**config.mk**
```make
export PLATFORM = sky130hd
export DESIGN_NAME = cv3_queue
export DESIGN_NICKNAME = d
export VERILOG_FILES = /design/src/rtl/cv3_pkg.sv /design/src/rtl/cv3_queue.sv
export SDC_FILE = /design/constraint.sdc
export NUM_CORES = 1
export LEC_CHECK = 0
export ABC_AREA = 1
export BUFFER_PORTS_ARGS = -buffer_cell sky130_fd_sc_hd__buf_2
export CORE_MARGIN = 8
export CORE_UTILIZATION = 30
export DETAILED_ROUTE_END_ITERATION = 10
export SETUP_SLACK_MARGIN = 0.1
export SYNTH_ARGS = -nofsm -noshare
export SYNTH_HDL_FRONTEND = slang
export SYNTH_SLANG_ARGS = --single-unit
```
**constraint.sdc**
```tcl
create_clock -name clock -period 2.4 [get_ports clock]
set_clock_uncertainty 0.2 [all_clocks]
set_input_delay 0.12 -clock clock [delete_from_list [all_inputs] [get_ports clock]]
set_output_delay 0.12 -clock clock [all_outputs]
set_load 0.02 [all_outputs]
```
**src/rtl/cv3_pkg.sv**
```systemverilog
// cv3_pkg: shared constants, register indexes and transaction types for the
// 3x3 pixel-stream convolution. No dependencies.
`default_nettype none

package cv3_pkg;

   localparam int PIX_W        = 8;
   localparam int COEF_W       = 8;
   localparam int TAPS         = 9;
   localparam int SCALE_W      = 17;
   localparam int CSR_INDEX_W  = 3;
   localparam int CSR_DATA_W   = 24;
   localparam int HEIGHT_W     = 13;
   localparam int HEIGHT_LIMIT = 4096;
   localparam int MIN_DIM      = 3;
   // row counter saturates at all ones, which is above any usable height
   localparam int ROW_W        = 13;

   // register indexes
   localparam logic [CSR_INDEX_W-1:0] REG_KERNEL_TOP    = 3'd0;
   localparam logic [CSR_INDEX_W-1:0] REG_KERNEL_MIDDLE = 3'd1;
   localparam logic [CSR_INDEX_W-1:0] REG_KERNEL_BOTTOM = 3'd2;
   localparam logic [CSR_INDEX_W-1:0] REG_SCALE_Q16     = 3'd3;
   localparam logic [CSR_INDEX_W-1:0] REG_FRAME_WIDTH   = 3'd4;
   localparam logic [CSR_INDEX_W-1:0] REG_FRAME_HEIGHT  = 3'd5;

   // reset values
   localparam logic [CSR_DATA_W-1:0] RST_KERNEL_TOP    = 24'h000000;
   localparam logic [CSR_DATA_W-1:0] RST_KERNEL_MIDDLE = 24'h000100;
   localparam logic [CSR_DATA_W-1:0] RST_KERNEL_BOTTOM = 24'h000000;
   localparam logic [SCALE_W-1:0]    RST_SCALE_Q16     = 17'd65536;
   localparam int                    RST_FRAME_WIDTH   = 640;
   localparam int                    RST_FRAME_HEIGHT  = 480;

   // command codes
   localparam logic CMD_PIXEL = 1'b0;
   localparam logic CMD_FLUSH = 1'b1;

   // one queued window, index row*3+col
   typedef struct packed {
      logic [TAPS-1:0][PIX_W-1:0] pix;
      logic                       row_end;
      logic                       frame_end;
   } win_entry_type;

   typedef struct packed {
      logic full;
      logic almost_full;
      logic empty;
   } queue_status_type;

   // coefficient index row*3+col, signed bytes
   typedef struct packed {
      logic [TAPS-1:0][COEF_W-1:0] coef;
      logic [SCALE_W-1:0]          scale;
   } kernel_cfg_type;

endpackage

`default_nettype wire

```
**src/rtl/cv3_queue.sv**
```systemverilog
// cv3_queue: short register queue of windows between front and back.
// Depends on cv3_pkg.
`default_nettype none

module cv3_queue #(
   parameter int DEPTH = 4
) (
   input  logic                      clock,
   input  logic                      reset,
   input  logic                      push,
   input  cv3_pkg::win_entry_type    push_entry,
   input  logic                      pop,
   output cv3_pkg::win_entry_type    head,
   output cv3_pkg::queue_status_type status
);

   localparam int PTR_W = (DEPTH > 1) ? $clog2(DEPTH) : 1;
   localparam int CNT_W = $clog2(DEPTH+1);

   cv3_pkg::win_entry_type slot_ff [DEPTH];

   logic [PTR_W-1:0] wr_ptr_ff, wr_ptr_in, rd_ptr_ff, rd_ptr_in;
   logic [CNT_W-1:0] count_ff, count_in;

   always_comb begin
      wr_ptr_in = wr_ptr_ff;
      rd_ptr_in = rd_ptr_ff;
      count_in  = count_ff;
      if (push) begin
         wr_ptr_in = (wr_ptr_ff == PTR_W'(DEPTH-1)) ? '0 : wr_ptr_ff + PTR_W'(1);
      end
      if (pop) begin
         rd_ptr_in = (rd_ptr_ff == PTR_W'(DEPTH-1)) ? '0 : rd_ptr_ff + PTR_W'(1);
      end
      if (push && !pop) begin
         count_in = count_ff + CNT_W'(1);
      end else if (pop && !push) begin
         count_in = count_ff - CNT_W'(1);
      end
   end

   always_ff @(posedge clock) begin
      if (reset) begin
         wr_ptr_ff <= '0;
         rd_ptr_ff <= '0;
         count_ff  <= '0;
      end else begin
         wr_ptr_ff <= wr_ptr_in;
         rd_ptr_ff <= rd_ptr_in;
         count_ff  <= count_in;
      end
   end

   always_ff @(posedge clock) begin
      if (push) begin
         slot_ff[wr_ptr_ff] <= push_entry;
      end
   end

   assign head               = slot_ff[rd_ptr_ff];
   assign status.empty       = count_ff == '0;
   assign status.full        = count_ff == CNT_W'(DEPTH);
   assign status.almost_full = count_ff >= CNT_W'(DEPTH-1);

endmodule

`default_nettype wire

```
# Word-level counts from Yosys, hierarchy flattened
# Memory sizes are Yosys's and may differ from the RTL's. A register that Yosys moved wholly into a read port is not among the register bits.
# Index checks and enable logic that the tools add are counted.
# W data, S select, Z words.
dict set report classes {
  reduce_logical 6
  n_addsub 4
  eq_ne 3
  muxes 8
  n_lt_le_gt_ge 1
}
# cell n
set op_table {}
lappend op_table {{$mux W2} 4}
lappend op_table {{$mux W3} 2}
lappend op_table {{$add A2 B1 Y2 const B} 2}
lappend op_table {{$eq A2 B2 Y1 const B} 2}
lappend op_table {{$add A3 B1 Y3 const B} 1}
lappend op_table {{$eq A3 B3 Y1 const B} 1}
lappend op_table {{$ge A3 B2 Y1 const B} 1}
lappend op_table {{$logic_not A3 Y1} 1}
lappend op_table {{$sub A3 B1 Y3 const B} 1}
lappend op_table {{$logic_and A1 B1 Y1} 2}
lappend op_table {{$logic_not A1 Y1} 2}
lappend op_table {{$mux W1} 2}
lappend op_table {{$reduce_bool A2 Y1} 1}
dict set report totals {
  mem_bits_rw 296
  register_bits 7
  memories 1
  wordCells 26
  output_inout_bits 77
  in_bits 78
}
# name depth width rd rd_ports_with_merged_regs write_ports line_no
set memory_table {}
lappend memory_table {slot_ff 4 74 1 1 1 cv3_queue.sv:20} ;# cv3_pkg::win_entry_type slot_ff [DEPTH];

# Longest topological paths before layout
dict set report logic_depth {
  word_depth 4
  ltp_mapped 10
  mapped_depth_nobuf 10
}

# Worst setup path before layout
# OpenSTA, ideal clock, no wires.
dict set report synth_timing {
  kind {reg2reg}
  from {register wr_ptr_ff[0]}
  to {memory slot_ff[3][0] (netlist bit), enable pin}
  n_path_buf 0
  path_stages_with_launch 4
  slack_ps -253
  synth_period_minus_slack_ps 2653
  arrival_time_ps 2025
  cell_sequence {dfxtp_1 ha_1 nand2_1 inv_1}
}
# element line_no
set synth_rtl {}
lappend synth_rtl {{start, declared} cv3_queue.sv:22} ;# logic [PTR_W-1:0] wr_ptr_ff, wr_ptr_in, rd_ptr_ff, rd_ptr_in;
lappend synth_rtl {{start signal, assigned} cv3_queue.sv:48} ;# wr_ptr_ff <= wr_ptr_in;
lappend synth_rtl {{end, declared} cv3_queue.sv:20}
# No word-level cell before the write port.

==> reports/qor_table.md <==
| Result | Reported | Unit |
|:---|:---|:---|
| Result of the run | complete, no violations | - |
| Number of synthesized register bits | 305 | - |
| Utilization after layout | 0.3966 | - |
| Max-slew headroom at the worst pin | 0.7012 | - |
| Number of enable-type register cells in the synthesized netlist | 296 | - |
| DRC violation count after routing | 0 | - |
| Count of placed standard cells in the final layout, fillers left out | 1562 | - |
| Vias/cell | 4.579 | - |
| Share of the synthesized area in the top cell type | 0.7783 | - |
| Root buf cell | clkbuf_16 | - |
| Wire length of the first global-routing pass | 42410 | um |
| Hold violation count in the final report | 0 | - |
| TritonCTS Buffers | 34 | - |
| Sum Neg Setup Slack | 0 | ns |
| Final wirelength | 28590 | um |
| Hold Crit Depth | 2 | - |
| Effective utilization at floorplan | 0.3039 | - |
| Setup repair after global routing missed its margin | no | - |
| Worst supply voltage drop on vdd | 0.6770 | mV |
| Number of max-slew violations in the final report | 0 | - |
| Worst Setup End Kind | output pin | - |
| CTS clk-pin slew, worst paths | 0.06 | ns |
| Leading cell types by total area after synthesis | edfxtp_1, nor2_1, o21ai_0, o22ai_1, o21ai_1 | - |
| Insertion delay to the later sink of the worst-skew pair | 0.51 | ns |
| Die W | 211.1 | um |
| Synth Warn # | 0 | - |
| Vias | 7153 | - |
| Endpoint of the most critical register-to-register path | wr_ptr_ff[0] | - |
| Count of cells along the worst register-to-register path | 5 | - |
| P per Cell Area | 857.7 | nW/um^2 |
| Wirelength per Cell | 18.30 | um |
| Slew @ Worst Pin | 0.4465 | ns |
| Cell variety after synth | 20 | - |
| Crit start category | flip-flop | - |
| Worst Hold Endpoint | slot_ff[0][19] | - |
| Req. time, crit path | 2.08 | ns |
| Syn_nets | 862 | - |
| Count of clock tree sinks | 305 | - |
| Number of design-rule violations left by the first detailed-router iteration | 379 | - |
| Pin count of the biggest net entering global routing | 65 | - |
| Clock buffer depth | 3 | - |
| # IOs | 155 | - |
| Leading cell type by number of instances after synthesis | edfxtp_1 | - |
| Mapped Avg Cell Area | 14.70 | sq um |
| Global-route congestion overflow total | 0 | - |
| Final-stage net count | 1108 | - |
| Post-DP HPWL | 15720 | um |
| Hold Path Origin | push_entry[19] | - |
| Category of the critical setup timing path | flip-flop to output pin | - |
| Final Critical Period | 2.199 | ns |
| RePlAce Congestion | 0.7343 | - |
| Number of antenna violations at the first check in global routing | 4 | - |
| Number of placed cells counting well taps | 1414 | - |
| Seq/Total Area, Yosys | 0.7940 | - |
| Leakage | 5.245 | nW |
| Highest attainable clock frequency | 454.8 | MHz |
| Core Area | 37580 | sq um |
| Post-Route Hold Slack | 0.1623 | ns |
| Row Count | 71 | - |
| Via count of the first global-routing pass | 7303 | - |
| Worst hold path class | input port to flip-flop | - |
| Post-synth top cells | edfxtp_1, nor2_1, o21ai_0 | - |
| Mapped cell area | 11420 | sq um |
| Ys flop type | edfxtp_1 | - |
| Reported max-cap violation count | 0 | - |
| Share of cells above drive strength 1 | 0.2336 | - |
| Slack of the worst reg-to-reg path | 0.76 | ns |
| GRT Util Overall | 0.1225 | - |
| Overall die height | 211.1 | um |
| Htree depth | 2 | - |
| Critical path fanouts, max | 16 | - |
| Floorplan die area | 44570 | sq um |
| Proportion of register bits with asynchronous set or reset after synthesis | 0 | - |
| Launching point of the worst reg2reg path | wr_ptr_ff[0] | - |
| Setup-failing EPs final | 0 | - |
| Length of the first detailed-routing pass in iterations | 4 | - |
| Clock tree from TritonCTS | yes | - |
| Number of input and output port buffers inserted | 154 | - |
| Post-synthesis instance total | 777 | - |
| Antenna-violating nets left | 0 | - |
| Share of the cycle needed by the critical path after routing | 0.9161 | - |
| Area Growth Syn to Fin | 30.50 | % |
| WP data arrival | 1.88 | ns |
| Cell type with the highest aggregate area in the netlist | edfxtp_1 | - |
==> power breakdown <==
part	switching (mW)	internal, mW	total, mW
clock	2.02	3.12	5.13
combinational	0.979	0.526	1.50
sequential	0.0619	6.08	6.15
total	3.06	9.73	12.8
==> cell families (layout without fill, tap and decap cells) <==
logic type / count (synthesis) / in the layout / share of synthesized area
flip-flops: 305 / 305 / 0.7940
AO/OA/AOI/OAI: 230 / 230 / 0.1089
AND/OR/NAND/NOR: 171 / 171 / 0.05697
buffers and inverters: 64 / 336 / 0.03177
adder cells (fa/ha/maj): 7 / 7 / 0.008326
other: 0 / 2 / 0
==> per-stage QoR <==
stage / area (sq um) / power [mW] / worst slack, ns
detailed placement: 12810 / 7.615 / 0.4809
floorplan: 11450 / 7.057 / 0.08616
global route: 14900 / 13.31 / 0.1017
finish: 14900 / 12.78 / 0.2014
CTS: 14740 / 12.91 / 0.08821
global placement: 12810 / 7.595 / 0.4735
==> flip-flops by register name (all words and copies together), names as in the netlist, named ones only <==
register   flops
rd_ptr_ff      2
wr_ptr_ff      2
slot_ff      296
count_ff       3
==> timing repair <==
action | CTS | global route
gates cloned | 0 | 3
hold buffers | 78 | 0
resized for setup | 8 | 10
pin swaps | 0 | 1
buffers inserted | 0 | 3
hold endpoints to repair | 305 | 0
endpoints found under the setup margin | 51 | 37
==> cells in the final DEF, fill, tap and decap left out, types with 4 or more instances in the layout <==
cell type / n
o21ai_1: 54
nor2_1: 155
dfxtp_1: 5
dlygate4sd3_1: 78
clkinv_1: 9
buf_12: 8
o21ai_0: 98
buf_4: 10
buf_2: 153
inv_1: 9
o22ai_1: 73
clkinv_2: 7
clkinvlp_4: 4
nand2_1: 7
clkbuf_16: 40
nor3_1: 4
ha_1: 6
a21oi_1: 4
edfxtp_1: 296
==> worst max-delay path by stage <==
stage / startpoint / end / cells after the start
6_report: flip-flop / head[59] / 5
5_1_grt: flip-flop / head[26] / 4
4_1_cts: flip-flop / head[26] / 4
3_5_place_dp: flip-flop / head[32] / 5
3_3_place_gp: flip-flop / head[32] / 5
2_1_floorplan: wr_ptr_ff[0] / slot_ff[0][0] / 4
==> final cells by class <==
class / instances / area, sq um
Sequential cell: 305 / 9076
Antenna cell: 2 / 5.005
Timing Repair Buffer: 258 / 1968
Inverter: 16 / 90.09
Clock buffer: 40 / 937.1
Multi-Input combinational cell: 408 / 2003
Tap cell: 511 / 639.4
Fill cell: 3485 / 22670
Clock inverter: 22 / 185.2
==> layer usage <==
metal | up-vias | share of wire | track usage
met1 | 3498 | 0.44 | 0.1590
met4 | 4 | 0.020 | 0.04175
met3 | 45 | 0.058 | 0.03131
li1 | 3425 | - | -
met5 | - | 0.00077 | 0
met2 | 181 | 0.48 | 0.1973
==> critical path: stages, from the launching register on <==
cell and delay, ns:
dfxtp_4 0.42, buf_4 0.19, buf_16 0.16, o21ai_0 0.10, o22ai_1 0.26, buf_2 0.23
Power figures use the tool's default switching activity.
