### config.mk
export PLATFORM = sky130hd
export DESIGN_NAME = cv3_back
export DESIGN_NICKNAME = d
export VERILOG_FILES = /design/src/rtl/cv3_pkg.sv /design/src/rtl/cv3_back.sv
export SDC_FILE = /design/constraint.sdc
export NUM_CORES = 2
export LEC_CHECK = 0
export ABC_AREA = 0
export BUFFER_PORTS_ARGS = -buffer_cell sky130_fd_sc_hd__clkbuf_2
export CAP_MARGIN = 20
export CORE_UTILIZATION = 35
export DETAILED_ROUTE_END_ITERATION = 16
export PLACE_DENSITY_LB_ADDON = 0.12
export SLEW_MARGIN = 30
export SYNTH_ARGS = -nofsm -noshare
export SYNTH_HDL_FRONTEND = slang
export SYNTH_SLANG_ARGS = --single-unit
### constraint.sdc
create_clock -name clock -period 17.36 [get_ports clock]
set_input_delay 0 -clock clock [delete_from_list [all_inputs] [get_ports clock]]
set_output_delay 0 -clock clock [all_outputs]
set_load 0.02 [all_outputs]
### src/rtl/cv3_pkg.sv
// cv3_pkg: shared constants, register indexes and transaction types for the
// 3x3 pixel-stream convolution. No dependencies.
`default_nettype none

package cv3_pkg;

   localparam int PIX_W        = 8;
   localparam int COEF_W       = 8;
   localparam int TAPS         = 9;
   localparam int SCALE_W      = 17;
   localparam int CSR_INDEX_W  = 3;
   localparam int CSR_DATA_W   = 24;
   localparam int HEIGHT_W     = 13;
   localparam int HEIGHT_LIMIT = 4096;
   localparam int MIN_DIM      = 3;
   // row counter saturates at all ones, which is above any usable height
   localparam int ROW_W        = 13;

   // register indexes
   localparam logic [CSR_INDEX_W-1:0] REG_KERNEL_TOP    = 3'd0;
   localparam logic [CSR_INDEX_W-1:0] REG_KERNEL_MIDDLE = 3'd1;
   localparam logic [CSR_INDEX_W-1:0] REG_KERNEL_BOTTOM = 3'd2;
   localparam logic [CSR_INDEX_W-1:0] REG_SCALE_Q16     = 3'd3;
   localparam logic [CSR_INDEX_W-1:0] REG_FRAME_WIDTH   = 3'd4;
   localparam logic [CSR_INDEX_W-1:0] REG_FRAME_HEIGHT  = 3'd5;

   // reset values
   localparam logic [CSR_DATA_W-1:0] RST_KERNEL_TOP    = 24'h000000;
   localparam logic [CSR_DATA_W-1:0] RST_KERNEL_MIDDLE = 24'h000100;
   localparam logic [CSR_DATA_W-1:0] RST_KERNEL_BOTTOM = 24'h000000;
   localparam logic [SCALE_W-1:0]    RST_SCALE_Q16     = 17'd65536;
   localparam int                    RST_FRAME_WIDTH   = 640;
   localparam int                    RST_FRAME_HEIGHT  = 480;

   // command codes
   localparam logic CMD_PIXEL = 1'b0;
   localparam logic CMD_FLUSH = 1'b1;

   // one queued window, index row*3+col
   typedef struct packed {
      logic [TAPS-1:0][PIX_W-1:0] pix;
      logic                       row_end;
      logic                       frame_end;
   } win_entry_type;

   typedef struct packed {
      logic full;
      logic almost_full;
      logic empty;
   } queue_status_type;

   // coefficient index row*3+col, signed bytes
   typedef struct packed {
      logic [TAPS-1:0][COEF_W-1:0] coef;
      logic [SCALE_W-1:0]          scale;
   } kernel_cfg_type;

endpackage

`default_nettype wire

### src/rtl/cv3_back.sv
// cv3_back: five-stage tap products, sum, gain, rounding and saturation with
// the output register. Depends on cv3_pkg.
`default_nettype none

module cv3_back (
   input  logic                        clock,
   input  logic                        reset,
   input  cv3_pkg::kernel_cfg_type     kcfg,
   input  cv3_pkg::queue_status_type   q_status,
   input  cv3_pkg::win_entry_type      q_head,
   output logic                        q_pop,
   output logic                        rsp_tvalid,
   input  logic                        rsp_tready,
   output logic [cv3_pkg::PIX_W-1:0]   rsp_tdata,
   output logic [0:0]                  rsp_tuser,
   output logic                        rsp_tlast
);

   localparam int TAPS = cv3_pkg::TAPS;
   localparam logic signed [37:0] ROUND_K = 38'sd32768;
   localparam logic signed [37:0] UNIT_K  = 38'sd65536;
   localparam logic [21:0]        SAT_K   = 22'd255;

   typedef struct packed {
      logic row_end;
      logic frame_end;
   } mark_type;

   logic adv;
   logic s1_v_ff, s2_v_ff, s3_v_ff, s4_v_ff, rsp_valid_ff;
   mark_type s1_mark_ff, s2_mark_ff, s3_mark_ff, s4_mark_ff, out_mark_ff, head_mark;

   logic signed [15:0] s1_prod_ff [TAPS];
   logic signed [15:0] s1_prod_in [TAPS];
   logic [2:0][17:0]   s2_row_ff, s2_row_in;
   logic signed [19:0] s3_sum_ff, s3_sum_in;
   logic signed [36:0] s4_prod_ff, s4_prod_in;
   logic signed [37:0] s4_full;
   logic [7:0]         out_pix_ff, out_pix_in;
   logic signed [37:0] rnd;

   // the whole pipeline holds while a result waits
   assign adv   = !rsp_valid_ff || rsp_tready;
   assign q_pop = adv && !q_status.empty;

   assign head_mark.row_end   = q_head.row_end;
   assign head_mark.frame_end = q_head.frame_end;

   always_comb begin
      logic signed [16:0] full;
      for (int i = 0; i < TAPS; i++) begin
         full = $signed(kcfg.coef[i]) * $signed({1'b0, q_head.pix[i]});
         s1_prod_in[i] = full[15:0];
      end
   end

   always_comb begin
      for (int r = 0; r < 3; r++) begin
         s2_row_in[r] = {{2{s1_prod_ff[3*r][15]}},   s1_prod_ff[3*r]}
                      + {{2{s1_prod_ff[3*r+1][15]}}, s1_prod_ff[3*r+1]}
                      + {{2{s1_prod_ff[3*r+2][15]}}, s1_prod_ff[3*r+2]};
      end
      s3_sum_in = $signed({{2{s2_row_ff[0][17]}}, s2_row_ff[0]}
                        + {{2{s2_row_ff[1][17]}}, s2_row_ff[1]}
                        + {{2{s2_row_ff[2][17]}}, s2_row_ff[2]});
   end

   assign s4_full    = s3_sum_ff * $signed({1'b0, kcfg.scale});
   assign s4_prod_in = s4_full[36:0];

   // round half up, negative or small results give zero
   always_comb begin
      rnd = $signed({s4_prod_ff[36], s4_prod_ff}) + ROUND_K;
      if (rnd < UNIT_K) begin
         out_pix_in = '0;
      end else if (rnd[37:16] > SAT_K) begin
         out_pix_in = SAT_K[7:0];
      end else begin
         out_pix_in = rnd[23:16];
      end
   end

   always_ff @(posedge clock) begin
      if (reset) begin
         s1_v_ff      <= 1'b0;
         s2_v_ff      <= 1'b0;
         s3_v_ff      <= 1'b0;
         s4_v_ff      <= 1'b0;
         rsp_valid_ff <= 1'b0;
      end else if (adv) begin
         s1_v_ff      <= !q_status.empty;
         s2_v_ff      <= s1_v_ff;
         s3_v_ff      <= s2_v_ff;
         s4_v_ff      <= s3_v_ff;
         rsp_valid_ff <= s4_v_ff;
      end
   end

   always_ff @(posedge clock) begin
      if (adv) begin
         s1_prod_ff  <= s1_prod_in;
         s1_mark_ff  <= head_mark;
         s2_row_ff   <= s2_row_in;
         s2_mark_ff  <= s1_mark_ff;
         s3_sum_ff   <= s3_sum_in;
         s3_mark_ff  <= s2_mark_ff;
         s4_prod_ff  <= s4_prod_in;
         s4_mark_ff  <= s3_mark_ff;
         out_pix_ff  <= out_pix_in;
         out_mark_ff <= s4_mark_ff;
      end
   end

   assign rsp_tvalid   = rsp_valid_ff;
   assign rsp_tdata    = out_pix_ff;
   assign rsp_tuser[0] = out_mark_ff.row_end;
   assign rsp_tlast    = out_mark_ff.frame_end;

endmodule

`default_nettype wire

**Word level (Yosys, flattened, before mapping)**

Cells that the tools add are included.

- Add/sub/neg operators: 9
- Multiply operators: 10
- Divide/modulo/power cells: 0
- $lt $le $gt $ge: 2
- Equal/unequal tests: 0
- Shift operators: 0
- Mux-type cells: 1
- Bitwise operators: 0
- Reduce and logical (&&, ||, !) cells: 4

Operators with widths:

| kind | count |
|---|---|
| multiplier 8 x 9 -> 16 bit | 9 |
| adder 17 x 16 -> 18 bit | 3 |
| adder 16 x 16 -> 17 bit | 3 |
| adder 37 x 17 -> 38 bit, second input constant | 1 |
| less-than comparator 38 x 18 -> 1 bit, second input constant | 1 |
| multiplier 20 x 18 -> 37 bit | 1 |
| > comparator 22 x 8 -> 1 bit, second input constant | 1 |
| adder 19 x 18 -> 20 bit | 1 |
| adder 18 x 18 -> 19 bit | 1 |
| 2-to-1 mux 8 bit | 1 |
| zero test 1 bit | 2 |
| logical AND 1 bit | 1 |
| logical OR 1 bit | 1 |

- Bits in registers: 278
- Bits in latches: 0
- RAM bits: 0
- Memory bits (read-only): 0
- Input port bits: 169
- Output and inout port bits: 12
- Logic and storage cells: 56
- Memories kept: 0

**Depth between registers and ports, before layout**

- Depth in word-level cells: 3
- Mapped depth: 25
- Gate-level depth less buffers: 24

**Least setup slack after synthesis**

No wires, ideal clock.

- Kind: register -> register
- Start: reg rsp_valid_ff (netlist: rsp_tvalid)
- End: reg out_pix_ff[0] (netlist: rsp_tdata[0]), enable pin
- Library setup time: 0.610 ns
- Arrival: 5.675 ns
- Required time: 16.750 ns
- Slack: 11.075 ns
- Stages on the path, launching flop included: 4
- Buffers on the path: 1
- Period minus slack after synthesis: 6.285 ns
- Path through: dfxtp_1 -> nor2b_1 -> clkbuf_1 -> inv_1

- Word-level cells in the longest chain between the ends: 2

RTL lines:

| element | line | text |
|---|---|---|
| start: declaration | cv3_back.sv:30 | `logic s1_v_ff, s2_v_ff, s3_v_ff, s4_v_ff, rsp_valid_ff;` |
| start signal: assignment | cv3_back.sv:95 | `rsp_valid_ff <= s4_v_ff;` |
| zero test 1 bit | cv3_back.sv:43 | `assign adv = !rsp_valid_ff \|\| rsp_tready;` |
| logical OR 1 bit | cv3_back.sv:43 |  |
| end signal: assignment | cv3_back.sv:109 | `out_pix_ff <= out_pix_in;` |
| end: declaration | cv3_back.sv:39 | `logic [7:0] out_pix_ff, out_pix_in;` |

Every way passes these cells.
A chain may end at the register's enable or synchronous reset.

**Worst setup path after layout**

- Start: reg s3_sum_ff[6]
- End: reg s4_prod_ff[34] (data pin)

- Word-level cells in the longest chain between the ends: 1

RTL lines:

| element | line | text |
|---|---|---|
| start: declaration | cv3_back.sv:36 | `logic signed [19:0] s3_sum_ff, s3_sum_in;` |
| start signal: assignment | cv3_back.sv:105 | `s3_sum_ff <= s3_sum_in;` |
| multiplier 20 x 18 -> 37 bit | cv3_back.sv:68 | `assign s4_full = s3_sum_ff * $signed({1'b0, kcfg.scale});` |
| named net s4_full[34] | cv3_back.sv:38 | `logic signed [37:0] s4_full;` |
| end signal: assignment | cv3_back.sv:107 | `s4_prod_ff <= s4_prod_in;` |
| end: declaration | cv3_back.sv:37 | `logic signed [36:0] s4_prod_ff, s4_prod_in;` |

The timed path passes the listed nets, and every way through them passes these cells.

==> results.yml <==
status:
  outcome: "complete, no violations"
cts:
  cts_max_level: 2
  clock_sinks: 263
  path_clk_slew_ns: 0.06
  cts.root.buffer_cell: "clkbuf_16"
  postCtsSetupBuffers: 0
  cts_tree: "yes"
  insertion_delay_ns: 0.57
  cts_buffers: 34
  clk_path_buf_depth: 3
synth:
  synth_edf_count: 258
  syn_inst: 4357
  netlist_area_um2: 43150
  yosys.area.top_type: "fa_1"
  yosys_warnings: 0
  synth.avg_cell_area_um2: 9.904
  synthArstFlopShare_pct: 0
  syn_nets: 5778
  synth_seq_area_share_pct: 18.19
  synth_top_flop_cell: "edfxtp_1"
  yosysUniqueCellTypes: 64
  synth_top_area_share_pct: 34.19
  ys_ff_latch: 263
  synth_area_leaders: "fa_1 34%, edfxtp_1 18%, ha_1 15%"
finish:
  drive_gt1_share_pct: 5.491
  syn_to_final_growth_pct: 9.580
  fillCellCount: 12265
  nNetsFinal: 5968
floorplan:
  die_x_um: 353.1
  fp.coreArea_um2: 122000
  ios: 181
  fp.dieH_um: 353.1
  initial_core_util_pct: 35.36
  row_count: 128
  dieArea_um2: 124700
timing:
  period_share_pct: 41.76
  finalSetupViolations: 0
  setup-tns-final_ns: 0
  hold_viol: 0
  slew_viol_final: 0
  rsz0062_at_grt: "false"
  post-route-min-period_ns: 7.249
  worst_pin_slew_ns: 0.9891
  relSlewSlack_pct: 34.06
  skew_ns: 0.03053
  max_freq_mhz: 138.0
flow_run:
  cap_violations: 0
critical_path:
  cp_slowest_cell: "edfxtp_1"
  startpoint_type: "flop"
  crit_path_frequent_cell: "fa_1"
  end_kind: "flop"
  worst-setup-path-type: "flop to flop"
  cp_slowest_stage_delay_ns: 0.95
  cp_max_fo: 17
  path_cells: "and2_1, fa_1, inv_1, fa_1, fa_1, inv_1, fa_1, fa_1, inv_1, fa_1, inv_1, ha_1, nand3_1, a211oi_2, nand3_1, a31oi_4, a311oi_4, or3_1, a311o_2, mux2i_1, nand3_1"
  required_ns: 17.66
  arrival_ns: 7.54
drt:
  wl_per_cell_um: 15.38
  routed_wl_um: 95330
  via_per_inst: 4.595
  ant_nets: 0
  via_count: 28480
  firstDrtPassIters: 5
  drtIter0Drc: 1216
  post-route-drc-count: 0
place:
  hpwl_um: 78740
  gp_congestion: 0.7760
  port_buffers: 178
grt:
  antenna_found_initial: 6
  grt_max_degree: 84
  globalRouteOverflowTotal: 0
  grt_pass1_wl_um: 160800
  grt_pass1_vias: 30487
  grt_usage_pct: 16.01
worst_hold_path:
  hold_class: "input port to flop"
-- cell usage in the layout, fill, tap and decap left out, types with 13 or more instances in the layout --
cell type,Yosys,final
a21oi_1,84,84
dlygate4sd3_1,0,26
fa_1,737,737
nor2_1,154,154
nor2b_1,36,36
o21ai_0,67,67
edfxtp_1,258,258
o21a_1,21,21
nand2_1,468,468
nand3_1,38,38
xor2_1,20,20
a21boi_0,29,29
nand2b_1,63,63
and3_1,13,13
ha_1,515,515
clkbuf_16,0,34
a21o_1,23,23
nor3_1,46,46
and2_1,458,458
inv_1,984,983
xnor2_1,145,145
clkbuf_2,0,178
-- cell type report --
type | instances | area, um^2 | share of cell area, %
inverters | 984 | 3701 | 7.827
well taps | 1625 | 2033 | 4.300
clock buffers | 44 | 898.4 | 1.900
clock inverters | 16 | 193.9 | 0.4101
diodes | 2 | 5.005 | 0.01058
multi-input cells | 3052 | 31390 | 66.39
flip-flops and latches | 263 | 7848 | 16.60
repair buffers | 212 | 1215 | 2.569
-- routing by layer --
layer / share of wire, % / GRT usage (%)
met2: 47 / 26.69
met4: 2.3 / 3.706
met3: 2.6 / 1.339
met5: 0 / 0
met1: 48 / 22.54
-- final timing paths --
kind	cells past startpoint	to	start	slack (ns)
max	21	s4_prod_ff[34]$_DFFE_PN_	s3_sum_ff[6]$_DFFE_PN_	10.11
min	3	s1_prod_ff[66]$_DFFE_PN_	q_head[34]	0.02
max reg2reg	21	s4_prod_ff[34]$_DFFE_PN_	s3_sum_ff[6]$_DFFE_PN_	10.11
min reg2reg	0	rsp_tlast$_DFFE_PN_	s4_mark_ff[0]$_DFFE_PN_	0.42
-- registers in the layout, indices dropped and copies added, names as in the netlist --
| name | count |
|---|---|
| s1_prod_ff | 144 |
| s2_row_ff | 54 |
| s4_prod_ff | 22 |
| s3_sum_ff | 20 |
| rsp_tdata | 8 |
| s1_mark_ff | 2 |
| s2_mark_ff | 2 |
| s3_mark_ff | 2 |
| s4_mark_ff | 2 |
| rsp_tlast | 1 |
| rsp_tuser | 1 |
| rsp_tvalid | 1 |
| s1_v_ff | 1 |
| s2_v_ff | 1 |
| s3_v_ff | 1 |
| s4_v_ff | 1 |
-- per-stage QoR --
stage	hold WS, ns	area [um^2]	instances	utilization, %	setup WS [ns]
floorplan	0.06907	43150	4357	-	11.07
global placement	0.1811	45930	6110	37.63	10.11
detailed placement	0.1794	45930	6110	37.63	10.10
CTS	0.001039	47280	6196	38.74	10.05
global route	0.01216	47290	6198	38.75	9.826
finish	0.02429	47290	6198	38.75	10.11
-- what timing repair did --
action / CTS / global route
hold endpoints to repair: 19 / 0
resized for setup: 0 / 0
hold buffers: 26 / 0
-- critical path: cells and delay by family (launching register included) --
kind | cells | cell delay (ns)
compound gates | 4 | 1.33
fa+ha+maj | 7 | 3.23
buf+inv | 4 | 0.26
flops | 1 | 0.95
mux | 1 | 0.15
simple gates | 5 | 1.10
-- Yosys cell counts, types with 5 or more instances --
cell type and n:
inv_1 984, o41a_1 6, ha_1 515, and2_1 458, nor2b_1 36, o211ai_1 8
o31ai_1 6, a2111oi_0 8, nand4_1 7, a31oi_1 10, o21a_1 21, nand2b_1 63
a221oi_1 8, nor3_1 46, a21o_1 23, or3_1 8, o21bai_1 7, nand3_1 38
and3_1 13, a21boi_0 29, fa_1 737, o2111ai_1 6, nand2_1 468, nor2_1 154
edfxtp_1 258, dfxtp_1 5, xor2_1 20, o21ai_0 67, clkbuf_1 54, a21oi_1 84
xnor2_1 145, mux2i_1 5
-- cells by family (layout without fill, tap and decap cells) --
| logic type | after synthesis | after routing | synth area share (%) |
|---|---|---|---|
| simple gates | 1309 | 1309 | 15.17 |
| fa+ha+maj | 1252 | 1252 | 49.12 |
| buf+inv | 1042 | 1256 | 9.067 |
| compound gates | 320 | 320 | 4.964 |
| flops | 263 | 263 | 18.19 |
| xor+xnor | 165 | 165 | 3.349 |
| mux | 6 | 6 | 0.1421 |
| other cells | 0 | 2 | 0 |
Power is left out: the tool's default activity adds up to more than one toggle a clock period on the data nets, which glitch-free logic cannot reach.
